**src/biquad_pkg.sv**
```systemverilog
// shared types and constants of the biquad filter
`default_nettype none

package biquad_pkg;

  localparam int CFG_IDX_W = 3;

  typedef logic [CFG_IDX_W-1:0] cfg_idx_t;

  localparam cfg_idx_t CFG_COEF_B0 = 3'd0;
  localparam cfg_idx_t CFG_COEF_B1 = 3'd1;
  localparam cfg_idx_t CFG_COEF_B2 = 3'd2;
  localparam cfg_idx_t CFG_COEF_A1 = 3'd3;
  localparam cfg_idx_t CFG_COEF_A2 = 3'd4;

  typedef enum logic [3:0] {
    S_IDLE,
    S_MUL_B0,
    S_ADD_D1,
    S_ROUND,
    S_OUT,
    S_MUL_A1,
    S_SUB_A1,
    S_ADD_D2,
    S_SUB_A2
  } state_e;

endpackage

`default_nettype wire

```
**src/biquad_if.sv**
```systemverilog
// stream and configuration channel interfaces of the biquad filter
`default_nettype none

interface biquad_in_if #(
  parameter int SAMPLE_WIDTH = 16
);
  logic                           valid;
  logic                           ready;
  logic signed [SAMPLE_WIDTH-1:0] sample_in;

  modport source (output valid, output sample_in, input ready);
  modport sink   (input valid, input sample_in, output ready);
endinterface

interface biquad_out_if #(
  parameter int SAMPLE_WIDTH = 16
);
  logic                           valid;
  logic                           ready;
  logic signed [SAMPLE_WIDTH-1:0] sample_out;

  modport source (output valid, output sample_out, input ready);
  modport sink   (input valid, input sample_out, output ready);
endinterface

interface biquad_cfg_if
  import biquad_pkg::*;
#(
  parameter int COEF_WIDTH = 24
);
  logic                  valid;
  logic                  ready;
  cfg_idx_t              index;
  logic [COEF_WIDTH-1:0] data;

  modport source (output valid, output index, output data, input ready);
  modport sink   (input valid, input index, input data, output ready);
endinterface

`default_nettype wire

```
**src/biquad_iir_filter_core.sv**
```systemverilog
// biquad iir section in transposed direct form ii with a shared multiplier
`default_nettype none

// One sample is taken per transfer on the input channel; the block then runs
// eight sequencer steps through one COEF_WIDTH x SAMPLE_WIDTH multiplier and
// one accumulator adder, so a new sample is accepted only once the sequencer
// is idle again. The filtered sample is offered on the output register and
// is held until taken; if the previous result is still waiting at that point
// the sequencer holds until it is transferred. Coefficients are signed
// Q(COEF_WIDTH-COEF_FRAC_BITS).COEF_FRAC_BITS words written by index (b0, b1,
// b2, a1, a2); the user must write them only while the block is idle, which
// the block does not enforce. b0 resets to unity and the rest to zero. The
// output is rounded half up and saturated, and both delay states saturate.
module biquad_iir_filter_core
  import biquad_pkg::*;
#(
  parameter int SAMPLE_WIDTH   = 16,
  parameter int COEF_WIDTH     = 24,
  parameter int COEF_FRAC_BITS = 20
) (
  input  wire logic clk_i,
  input  wire logic rst_ni,
  biquad_in_if.sink    in_ch_i,
  biquad_out_if.source out_ch_o,
  biquad_cfg_if.sink   cfg_ch_i
);

  localparam int PROD_W  = SAMPLE_WIDTH + COEF_WIDTH;
  localparam int DELAY_W = (PROD_W + 2 > 62) ? 62 : PROD_W + 2;
  localparam int ACC_W   = (PROD_W + 3 > 65) ? PROD_W + 3 : 65;

  localparam longint unsigned ONE_FULL = 64'd1 << COEF_FRAC_BITS;
  localparam logic [COEF_WIDTH-1:0] COEF_ONE = ONE_FULL[COEF_WIDTH-1:0];

  localparam logic signed [ACC_W-1:0] ROUND_HALF = ACC_W'(1) << (COEF_FRAC_BITS - 1);
  localparam logic signed [ACC_W-1:0] S64_MAX = {{(ACC_W-63){1'b0}}, {63{1'b1}}};
  localparam logic signed [ACC_W-1:0] S64_MIN = {{(ACC_W-63){1'b1}}, {63{1'b0}}};
  localparam logic signed [ACC_W-1:0] DLY_MAX =
    {{(ACC_W-DELAY_W+1){1'b0}}, {(DELAY_W-1){1'b1}}};
  localparam logic signed [ACC_W-1:0] DLY_MIN =
    {{(ACC_W-DELAY_W+1){1'b1}}, {(DELAY_W-1){1'b0}}};
  localparam logic signed [ACC_W-1:0] SMP_MAX =
    {{(ACC_W-SAMPLE_WIDTH+1){1'b0}}, {(SAMPLE_WIDTH-1){1'b1}}};
  localparam logic signed [ACC_W-1:0] SMP_MIN =
    {{(ACC_W-SAMPLE_WIDTH+1){1'b1}}, {(SAMPLE_WIDTH-1){1'b0}}};

  function automatic logic signed [ACC_W-1:0] sat64(input logic signed [ACC_W-1:0] v);
    logic signed [ACC_W-1:0] r;
    if (v > S64_MAX) begin
      r = S64_MAX;
    end else if (v < S64_MIN) begin
      r = S64_MIN;
    end else begin
      r = v;
    end
    return r;
  endfunction

  function automatic logic signed [DELAY_W-1:0] sat_dly(input logic signed [ACC_W-1:0] v);
    logic signed [ACC_W-1:0] r;
    if (v > DLY_MAX) begin
      r = DLY_MAX;
    end else if (v < DLY_MIN) begin
      r = DLY_MIN;
    end else begin
      r = v;
    end
    return r[DELAY_W-1:0];
  endfunction

  function automatic logic signed [SAMPLE_WIDTH-1:0] sat_smp(
    input logic signed [ACC_W-1:0] v
  );
    logic signed [ACC_W-1:0] r;
    if (v > SMP_MAX) begin
      r = SMP_MAX;
    end else if (v < SMP_MIN) begin
      r = SMP_MIN;
    end else begin
      r = v;
    end
    return r[SAMPLE_WIDTH-1:0];
  endfunction

  state_e state_q, state_d;

  logic signed [COEF_WIDTH-1:0]   coef_b0_q, coef_b1_q, coef_b2_q, coef_a1_q, coef_a2_q;
  logic signed [SAMPLE_WIDTH-1:0] x_q, x_d;
  logic signed [SAMPLE_WIDTH-1:0] y_q, y_d;
  logic signed [PROD_W-1:0]       prod_q;
  logic signed [ACC_W-1:0]        acc_q, acc_d;
  logic signed [DELAY_W-1:0]      dly1_q, dly1_d;
  logic signed [DELAY_W-1:0]      dly2_q, dly2_d;
  logic                           out_valid_q, out_valid_d;

  logic signed [COEF_WIDTH-1:0]   mul_coef;
  logic signed [SAMPLE_WIDTH-1:0] mul_op;
  logic signed [PROD_W-1:0]       mul_res;
  logic signed [ACC_W-1:0]        add_a, add_b, add_sum;
  logic signed [ACC_W-1:0]        prod_ext, acc_shift;

  // coefficient registers
  always_ff @(posedge clk_i or negedge rst_ni) begin
    if (!rst_ni) begin
      coef_b0_q <= COEF_ONE;
      coef_b1_q <= '0;
      coef_b2_q <= '0;
      coef_a1_q <= '0;
      coef_a2_q <= '0;
    end else if (cfg_ch_i.valid && cfg_ch_i.ready) begin
      case (cfg_ch_i.index)
        CFG_COEF_B0: coef_b0_q <= cfg_ch_i.data;
        CFG_COEF_B1: coef_b1_q <= cfg_ch_i.data;
        CFG_COEF_B2: coef_b2_q <= cfg_ch_i.data;
        CFG_COEF_A1: coef_a1_q <= cfg_ch_i.data;
        CFG_COEF_A2: coef_a2_q <= cfg_ch_i.data;
        default: begin
        end
      endcase
    end
  end

  assign cfg_ch_i.ready = 1'b1;

  // shared multiplier
  always_comb begin
    case (state_q)
      S_OUT: begin
        mul_coef = coef_b1_q;
        mul_op   = x_q;
      end
      S_MUL_A1: begin
        mul_coef = coef_a1_q;
        mul_op   = y_q;
      end
      S_SUB_A1: begin
        mul_coef = coef_b2_q;
        mul_op   = x_q;
      end
      S_ADD_D2: begin
        mul_coef = coef_a2_q;
        mul_op   = y_q;
      end
      default: begin
        mul_coef = coef_b0_q;
        mul_op   = x_q;
      end
    endcase
  end

  assign mul_res   = PROD_W'(mul_coef) * PROD_W'(mul_op);
  assign prod_ext  = ACC_W'(prod_q);
  assign acc_shift = acc_q >>> COEF_FRAC_BITS;

  // shared accumulator adder
  always_comb begin
    case (state_q)
      S_ADD_D1: begin
        add_a = prod_ext;
        add_b = ACC_W'(dly1_q);
      end
      S_ROUND: begin
        add_a = acc_q;
        add_b = ROUND_HALF;
      end
      S_ADD_D2: begin
        add_a = acc_q;
        add_b = ACC_W'(dly2_q);
      end
      default: begin
        add_a = acc_q;
        add_b = -prod_ext;
      end
    endcase
  end

  assign add_sum = add_a + add_b;

  // sequencer
  always_comb begin
    state_d     = state_q;
    x_d         = x_q;
    y_d         = y_q;
    acc_d       = acc_q;
    dly1_d      = dly1_q;
    dly2_d      = dly2_q;
    out_valid_d = out_valid_q;

    if (out_valid_q && out_ch_o.ready) begin
      out_valid_d = 1'b0;
    end

    case (state_q)
      S_IDLE: begin
        if (in_ch_i.valid) begin
          x_d     = in_ch_i.sample_in;
          state_d = S_MUL_B0;
        end
      end
      S_MUL_B0: begin
        state_d = S_ADD_D1;
      end
      S_ADD_D1: begin
        acc_d   = sat64(add_sum);
        state_d = S_ROUND;
      end
      S_ROUND: begin
        acc_d   = sat64(add_sum);
        state_d = S_OUT;
      end
      S_OUT: begin
        // hold while the previous sample is still waiting
        if (!out_valid_q || out_ch_o.ready) begin
          y_d         = sat_smp(acc_shift);
          out_valid_d = 1'b1;
          state_d     = S_MUL_A1;
        end
      end
      S_MUL_A1: begin
        acc_d   = prod_ext;
        state_d = S_SUB_A1;
      end
      S_SUB_A1: begin
        acc_d   = sat64(add_sum);
        state_d = S_ADD_D2;
      end
      S_ADD_D2: begin
        dly1_d  = sat_dly(add_sum);
        acc_d   = prod_ext;
        state_d = S_SUB_A2;
      end
      S_SUB_A2: begin
        dly2_d  = sat_dly(add_sum);
        state_d = S_IDLE;
      end
      default: begin
        state_d = S_IDLE;
      end
    endcase
  end

  always_ff @(posedge clk_i or negedge rst_ni) begin
    if (!rst_ni) begin
      state_q     <= S_IDLE;
      out_valid_q <= 1'b0;
      dly1_q      <= '0;
      dly2_q      <= '0;
    end else begin
      state_q     <= state_d;
      out_valid_q <= out_valid_d;
      dly1_q      <= dly1_d;
      dly2_q      <= dly2_d;
    end
  end

  always_ff @(posedge clk_i) begin
    x_q    <= x_d;
    y_q    <= y_d;
    acc_q  <= acc_d;
    prod_q <= mul_res;
  end

  assign in_ch_i.ready       = (state_q == S_IDLE);
  assign out_ch_o.valid      = out_valid_q;
  assign out_ch_o.sample_out = y_q;

endmodule

`default_nettype wire

```
**src/flat_wrapper.sv**
```systemverilog
// flat-port wrapper written by rule: the top's interface ports become plain ports
module biquad_iir_filter_core_flat import biquad_pkg::*;
#(
  parameter int SAMPLE_WIDTH   = 16,
  parameter int COEF_WIDTH     = 24,
  parameter int COEF_FRAC_BITS = 20
)
  (clk_i, rst_ni, in_ch_i_valid, in_ch_i_sample_in, in_ch_i_ready, out_ch_o_valid, out_ch_o_sample_out, out_ch_o_ready, cfg_ch_i_valid, cfg_ch_i_index, cfg_ch_i_data, cfg_ch_i_ready);
  biquad_in_if #(.SAMPLE_WIDTH(SAMPLE_WIDTH)) in_ch_i_i ();
  biquad_out_if #(.SAMPLE_WIDTH(SAMPLE_WIDTH)) out_ch_o_i ();
  biquad_cfg_if #(.COEF_WIDTH(COEF_WIDTH)) cfg_ch_i_i ();
  input  wire logic clk_i;
  input  wire logic rst_ni;
  input wire logic [$bits(in_ch_i_i.valid)-1:0] in_ch_i_valid;
  input wire logic [$bits(in_ch_i_i.sample_in)-1:0] in_ch_i_sample_in;
  output wire logic [$bits(in_ch_i_i.ready)-1:0] in_ch_i_ready;
  output wire logic [$bits(out_ch_o_i.valid)-1:0] out_ch_o_valid;
  output wire logic [$bits(out_ch_o_i.sample_out)-1:0] out_ch_o_sample_out;
  input wire logic [$bits(out_ch_o_i.ready)-1:0] out_ch_o_ready;
  input wire logic [$bits(cfg_ch_i_i.valid)-1:0] cfg_ch_i_valid;
  input wire logic [$bits(cfg_ch_i_i.index)-1:0] cfg_ch_i_index;
  input wire logic [$bits(cfg_ch_i_i.data)-1:0] cfg_ch_i_data;
  output wire logic [$bits(cfg_ch_i_i.ready)-1:0] cfg_ch_i_ready;
  assign in_ch_i_i.valid = in_ch_i_valid;
  assign in_ch_i_i.sample_in = in_ch_i_sample_in;
  assign in_ch_i_ready = in_ch_i_i.ready;
  assign out_ch_o_valid = out_ch_o_i.valid;
  assign out_ch_o_sample_out = out_ch_o_i.sample_out;
  assign out_ch_o_i.ready = out_ch_o_ready;
  assign cfg_ch_i_i.valid = cfg_ch_i_valid;
  assign cfg_ch_i_i.index = cfg_ch_i_index;
  assign cfg_ch_i_i.data = cfg_ch_i_data;
  assign cfg_ch_i_ready = cfg_ch_i_i.ready;
  biquad_iir_filter_core #(.SAMPLE_WIDTH(SAMPLE_WIDTH), .COEF_WIDTH(COEF_WIDTH), .COEF_FRAC_BITS(COEF_FRAC_BITS)) u_core (.clk_i(clk_i), .rst_ni(rst_ni), .in_ch_i(in_ch_i_i), .out_ch_o(out_ch_o_i), .cfg_ch_i(cfg_ch_i_i));
endmodule
```
**config.mk**
```make
export PLATFORM = sky130hd
export DESIGN_NAME = biquad_iir_filter_core_flat
export DESIGN_NICKNAME = d
export VERILOG_FILES = /design/src/biquad_pkg.sv /design/src/biquad_if.sv /design/src/biquad_iir_filter_core.sv /design/src/flat_wrapper.sv
export SDC_FILE = /design/constraint.sdc
export NUM_CORES = 2
export LEC_CHECK = 0
export BUFFER_PORTS_ARGS = -buffer_cell sky130_fd_sc_hd__buf_2
export CORE_MARGIN = 4
export CORE_UTILIZATION = 50
export DETAILED_ROUTE_END_ITERATION = 8
export GPL_TIMING_DRIVEN = 0
export PLACE_DENSITY = 0.66
export SKIP_CTS_REPAIR_TIMING = 1
export SLEW_MARGIN = 20
export SYNTH_ARGS = -nofsm -noshare
export SYNTH_HDL_FRONTEND = slang
export SYNTH_SLANG_ARGS = --single-unit
```
**constraint.sdc**
```tcl
create_clock -name clk_i -period 22.2 [get_ports clk_i]
set_input_delay 1.11 -clock clk_i [delete_from_list [all_inputs] [get_ports clk_i]]
set_output_delay 1.11 -clock clk_i [all_outputs]
set_load 0.02 [all_outputs]
```
==> load_flow_metrics.sql <==
INSERT INTO impl_metrics (metric_group, metric, value, unit) VALUES
('timing', 'fin_clk_skew', '0.04285', 'ns'),
('cells_and_area', 'finalNetCount', '4752', ''),
('logic_synthesis', 'syn-cell-area', '35460', 'um^2'),
('clock_network', 'cts.clk_slew.worst_paths', '0.07', 'ns'),
('place', 'hpwl', '94040', 'um'),
('cells_and_area', 'final_cell_mix', 'sky130_fd_sc_hd__nand2_1, sky130_fd_sc_hd__inv_1, sky130_fd_sc_hd__nor2_1', ''),
('cells_and_area', 'layout.cells.non_filler', '5143', ''),
('timing', 'setup-violations-final', '0', ''),
('floorplan', 'dieArea', '75240', 'um^2'),
('timing', 'grt_setup_unrepaired', 'false', ''),
('clock_network', 'cts_tree', 'built', ''),
('floorplan', 'placeableCoreArea', '70150', 'um^2'),
('logic_synthesis', 'synth-simple-area-share', '15.73', '%'),
('routing', 'final_antenna_net_count', '0', ''),
('cells_and_area', 'layout_commonest_cell', 'sky130_fd_sc_hd__nand2_1', ''),
('logic_synthesis', 'yosys_warnings', '0', ''),
('global_route', 'grt_start_max_net_pins', '99', ''),
('critical_path', 'critical-path-slowest-cell', 'sky130_fd_sc_hd__clkbuf_1', ''),
('logic_synthesis', 'combinational_family_with_the_most_area_after_synthesis', 'adder cells', ''),
('place', 'gp_congestion', '0.9856', ''),
('critical_path', 'cp.buffers_inverters', '8', ''),
('timing', 'fin_crit', '11.33', 'ns'),
('logic_synthesis', 'postSynthAreaPerCell', '8.753', 'um^2'),
('logic_synthesis', 'synth-seq-area-share', '25.23', '%'),
('critical_path', 'worst_ep_required_time', '22.67', 'ns'),
('clock_network', 'worstSkewPairLatency', '0.60', 'ns'),
('cells_and_area', 'layout-drive-gt1-share', '9.522', '%'),
('logic_synthesis', 'synth_enable_flop_cells', '97', ''),
('critical_path', 'critPathMaxFanout', '10', ''),
('clock_network', 'cts_inserted_buffers', '43', ''),
('timing', 'final-hold-violation-count', '0', ''),
('floorplan', 'design.portCount', '67', ''),
('timing', 'report.final.slew_viol_count', '0', ''),
('place', 'io_buffer_count', '63', ''),
('logic_synthesis', 'area_share_of_fa_ha_maj_cells_after_synthesis', '26.98', '%'),
('logic_synthesis', 'synthArstFlopShare', '60.40', '%'),
('outcome', 'result_of_the_run', 'complete, no violations', ''),
('floorplan', 'start_util', '50.55', '%'),
('routing', 'detail_route.drc_violations', '0', ''),
('cells_and_area', 'synthToLayoutAreaGrowth', '8.984', '%'),
('critical_path', 'timing_worst_setup_path_type', 'flop to flop', ''),
('clock_network', 'cts_max_path_buffers', '3', ''),
('place', 'numPlacedInstances', '5061', ''),
('critical_path', 'worstSetupStartpointType', 'flop', ''),
('clock_network', 'h_tree_depth', '2', ''),
('floorplan', 'die-width', '274.3', 'um'),
('hold_path', 'hold_path.class', 'primary input to asynchronous set/reset pin', ''),
('timing', 'timing.fmax', '0.08823', 'GHz'),
('critical_path', 'critPathMaxStageDelay', '0.76', 'ns'),
('timing', 'final.period_utilization', '51.06', '%'),
('critical_path', 'setup.worst_path.end_class', 'flop', ''),
('timing', 'max_slew_margin', '16.92', '%'),
('clock_network', 'cts.sink_count', '346', ''),
('logic_synthesis', 'synth.lib_cells_used.distinct', '84', ''),
('logic_synthesis', 'netlist_instances', '4051', ''),
('global_route', 'grt.overflow.total', '0', ''),
('logic_synthesis', 'synth.mux.area_fraction', '5.088', '%'),
('logic_synthesis', 'synth_xor_xnor_area_share', '3.631', '%'),
('logic_synthesis', 'synth_compound_area_share', '15.17', '%'),
('global_route', 'antenna_found_initial', '2', ''),
('global_route', 'grt_first_pass_wirelength', '182200', 'um'),
('routing', 'dr.first_iter.drc_count', '3379', ''),
('global_route', 'grt_usage', '31.61', '%'),
('flow_run', 'maxCapViolations', '0', ''),
('routing', 'via_count', '30870', ''),
('floorplan', 'floorplan.die.height', '274.3', 'um'),
('logic_synthesis', 'flip_flop_and_latch_count_after_synthesis', '346', ''),
('timing', 'aggregate_negative_setup_slack', '0', 'ns'),
('critical_path', 'critical-path-top-delay-family', 'adder cells', ''),
('logic_synthesis', 'synth.net_count', '4637', ''),
('logic_synthesis', 'dominantRegCellSynth', 'sky130_fd_sc_hd__dfrtp_1', ''),
('routing', 'first_pass_iters', '6', ''),
('routing', 'avgViaCountPerCell', '6.003', ''),
('global_route', 'grt_pass1_vias', '30550', ''),
('clock_network', 'ctsRootBufferMaster', 'sky130_fd_sc_hd__clkbuf_16', ''),
('timing', 'worst-slew-pin-transition', '1.238', 'ns'),
('floorplan', 'rows', '97', ''),
('critical_path', 'worst_path_most_repeated_cell', 'sky130_fd_sc_hd__fa_1', ''),
('critical_path', 'crit_arrival', '11.80', 'ns'),
('routing', 'routed_wire_length_per_instance', '23.12', 'um'),
('routing', 'wirelength', '118900', 'um');
-- state kept, by name, indices dropped and copies added, names as in the netlist --
register / cells
u_core.coef_b1_q: 24
u_core.x_q: 16
u_core.coef_a1_q: 24
u_core.acc_q: 65
u_core.coef_b0_q: 24
u_core.state_q: 4
u_core.coef_a2_q: 24
u_core.coef_b2_q: 24
u_core.out_ch_o.sample_out: 16
u_core.dly1_q: 42
u_core.prod_q: 40
u_core.out_ch_o.valid: 1
u_core.dly2_q: 42
-- Yosys cell counts (40+ instances only) --
cell type | instances | area, um^2
sky130_fd_sc_hd__o21ai_0 | 210 | 1051
sky130_fd_sc_hd__dfrtp_1 | 208 | 5205
sky130_fd_sc_hd__edfxtp_1 | 97 | 2913
sky130_fd_sc_hd__xnor2_1 | 73 | 639.4
sky130_fd_sc_hd__clkbuf_1 | 190 | 713.2
sky130_fd_sc_hd__o21ai_1 | 54 | 270.3
sky130_fd_sc_hd__a21oi_1 | 226 | 1131
sky130_fd_sc_hd__xor2_1 | 74 | 648.1
sky130_fd_sc_hd__nor3_1 | 46 | 230.2
sky130_fd_sc_hd__inv_1 | 512 | 1922
sky130_fd_sc_hd__ha_1 | 163 | 2039
sky130_fd_sc_hd__nor2_1 | 408 | 1531
sky130_fd_sc_hd__mux2_2 | 142 | 1599
sky130_fd_sc_hd__nand4_1 | 54 | 337.8
sky130_fd_sc_hd__dfxtp_1 | 40 | 800.8
sky130_fd_sc_hd__nand2_1 | 593 | 2226
sky130_fd_sc_hd__fa_1 | 375 | 7507
-- kinds of logic (layout without fill, tap and decap cells) --
| logic type | after synthesis | after routing |
|---|---|---|
| compound gates | 819 | 819 |
| xor+xnor | 147 | 147 |
| other cells | 1 | 3 |
| fa+ha+maj | 540 | 540 |
| buf+inv | 742 | 892 |
| flops | 346 | 346 |
| simple gates | 1294 | 1294 |
| mux | 162 | 162 |
-- layer usage --
metal  GRT usage (%)  wire, um
met1           42.76     47920
met2           49.39     52640
met3           7.377     12550
met4           12.49      5764
met5               0        18
-- final timing paths --
check | endpoint | cells after the start | startpoint | slack, ns
worst max-delay path | u_core.prod_q[39]$_DFF_P_ | 31 | u_core.state_q[0]$_DFFE_PN0P_ | 10.87
worst min-delay path | u_core.out_ch_o.valid$_DFF_PN0_ | 1 | rst_ni | 0.36
worst max register to register | u_core.prod_q[39]$_DFF_P_ | 31 | u_core.state_q[0]$_DFFE_PN0P_ | 10.87
worst min register to register | u_core.coef_b2_q[8]$_DFFE_PN0P_ | 1 | u_core.coef_b2_q[8]$_DFFE_PN0P_ | 0.50
max in group asynchronous | u_core.coef_b0_q[20]$_DFFE_PN1P_ | 2 | rst_ni | 21.04
min in group clk_i | u_core.coef_b2_q[8]$_DFFE_PN0P_ | 1 | u_core.coef_b2_q[8]$_DFFE_PN0P_ | 0.50
-- per-stage QoR --
step	cell area, um^2	worst slack (ns)	hold slack (ns)	utilization, %
after detailed placement	37120	11.04	0.4918	52.92
after CTS	38630	11.03	0.3486	55.07
after global routing	38640	10.60	0.3670	55.08
final	38640	10.87	0.3616	55.09
after global placement	36950	11.21	0.4826	52.67
after floorplan	35460	13.68	0.4689	-
-- layout make-up --
type                            count  area (um^2)
Timing Repair Buffer               70        441.7
Clock inverter                     25        282.8
Buffer                            228        965.9
Multi-Input combinational cell   2963        23670
Antenna cell                        2        5.005
Clock buffer                       55         1224
Tap cell                          940         1176
Inverter                          514         1929
Fill cell                        6616        31510
Sequential cell                   346         8945
-- worst register-to-register path: cells and delay by family, from the launching register on --
kind	cells	cell delay (ns)
AOI/OAI and AO/OA	6	1.79
adders and majority gates	7	3.49
buffers and inverters	8	2.94
DFF	1	0.32
and+or+nand+nor	10	2.65
Power is not shown: default switching activity piles up to over one toggle a cycle in this logic, so the estimate is an artifact.
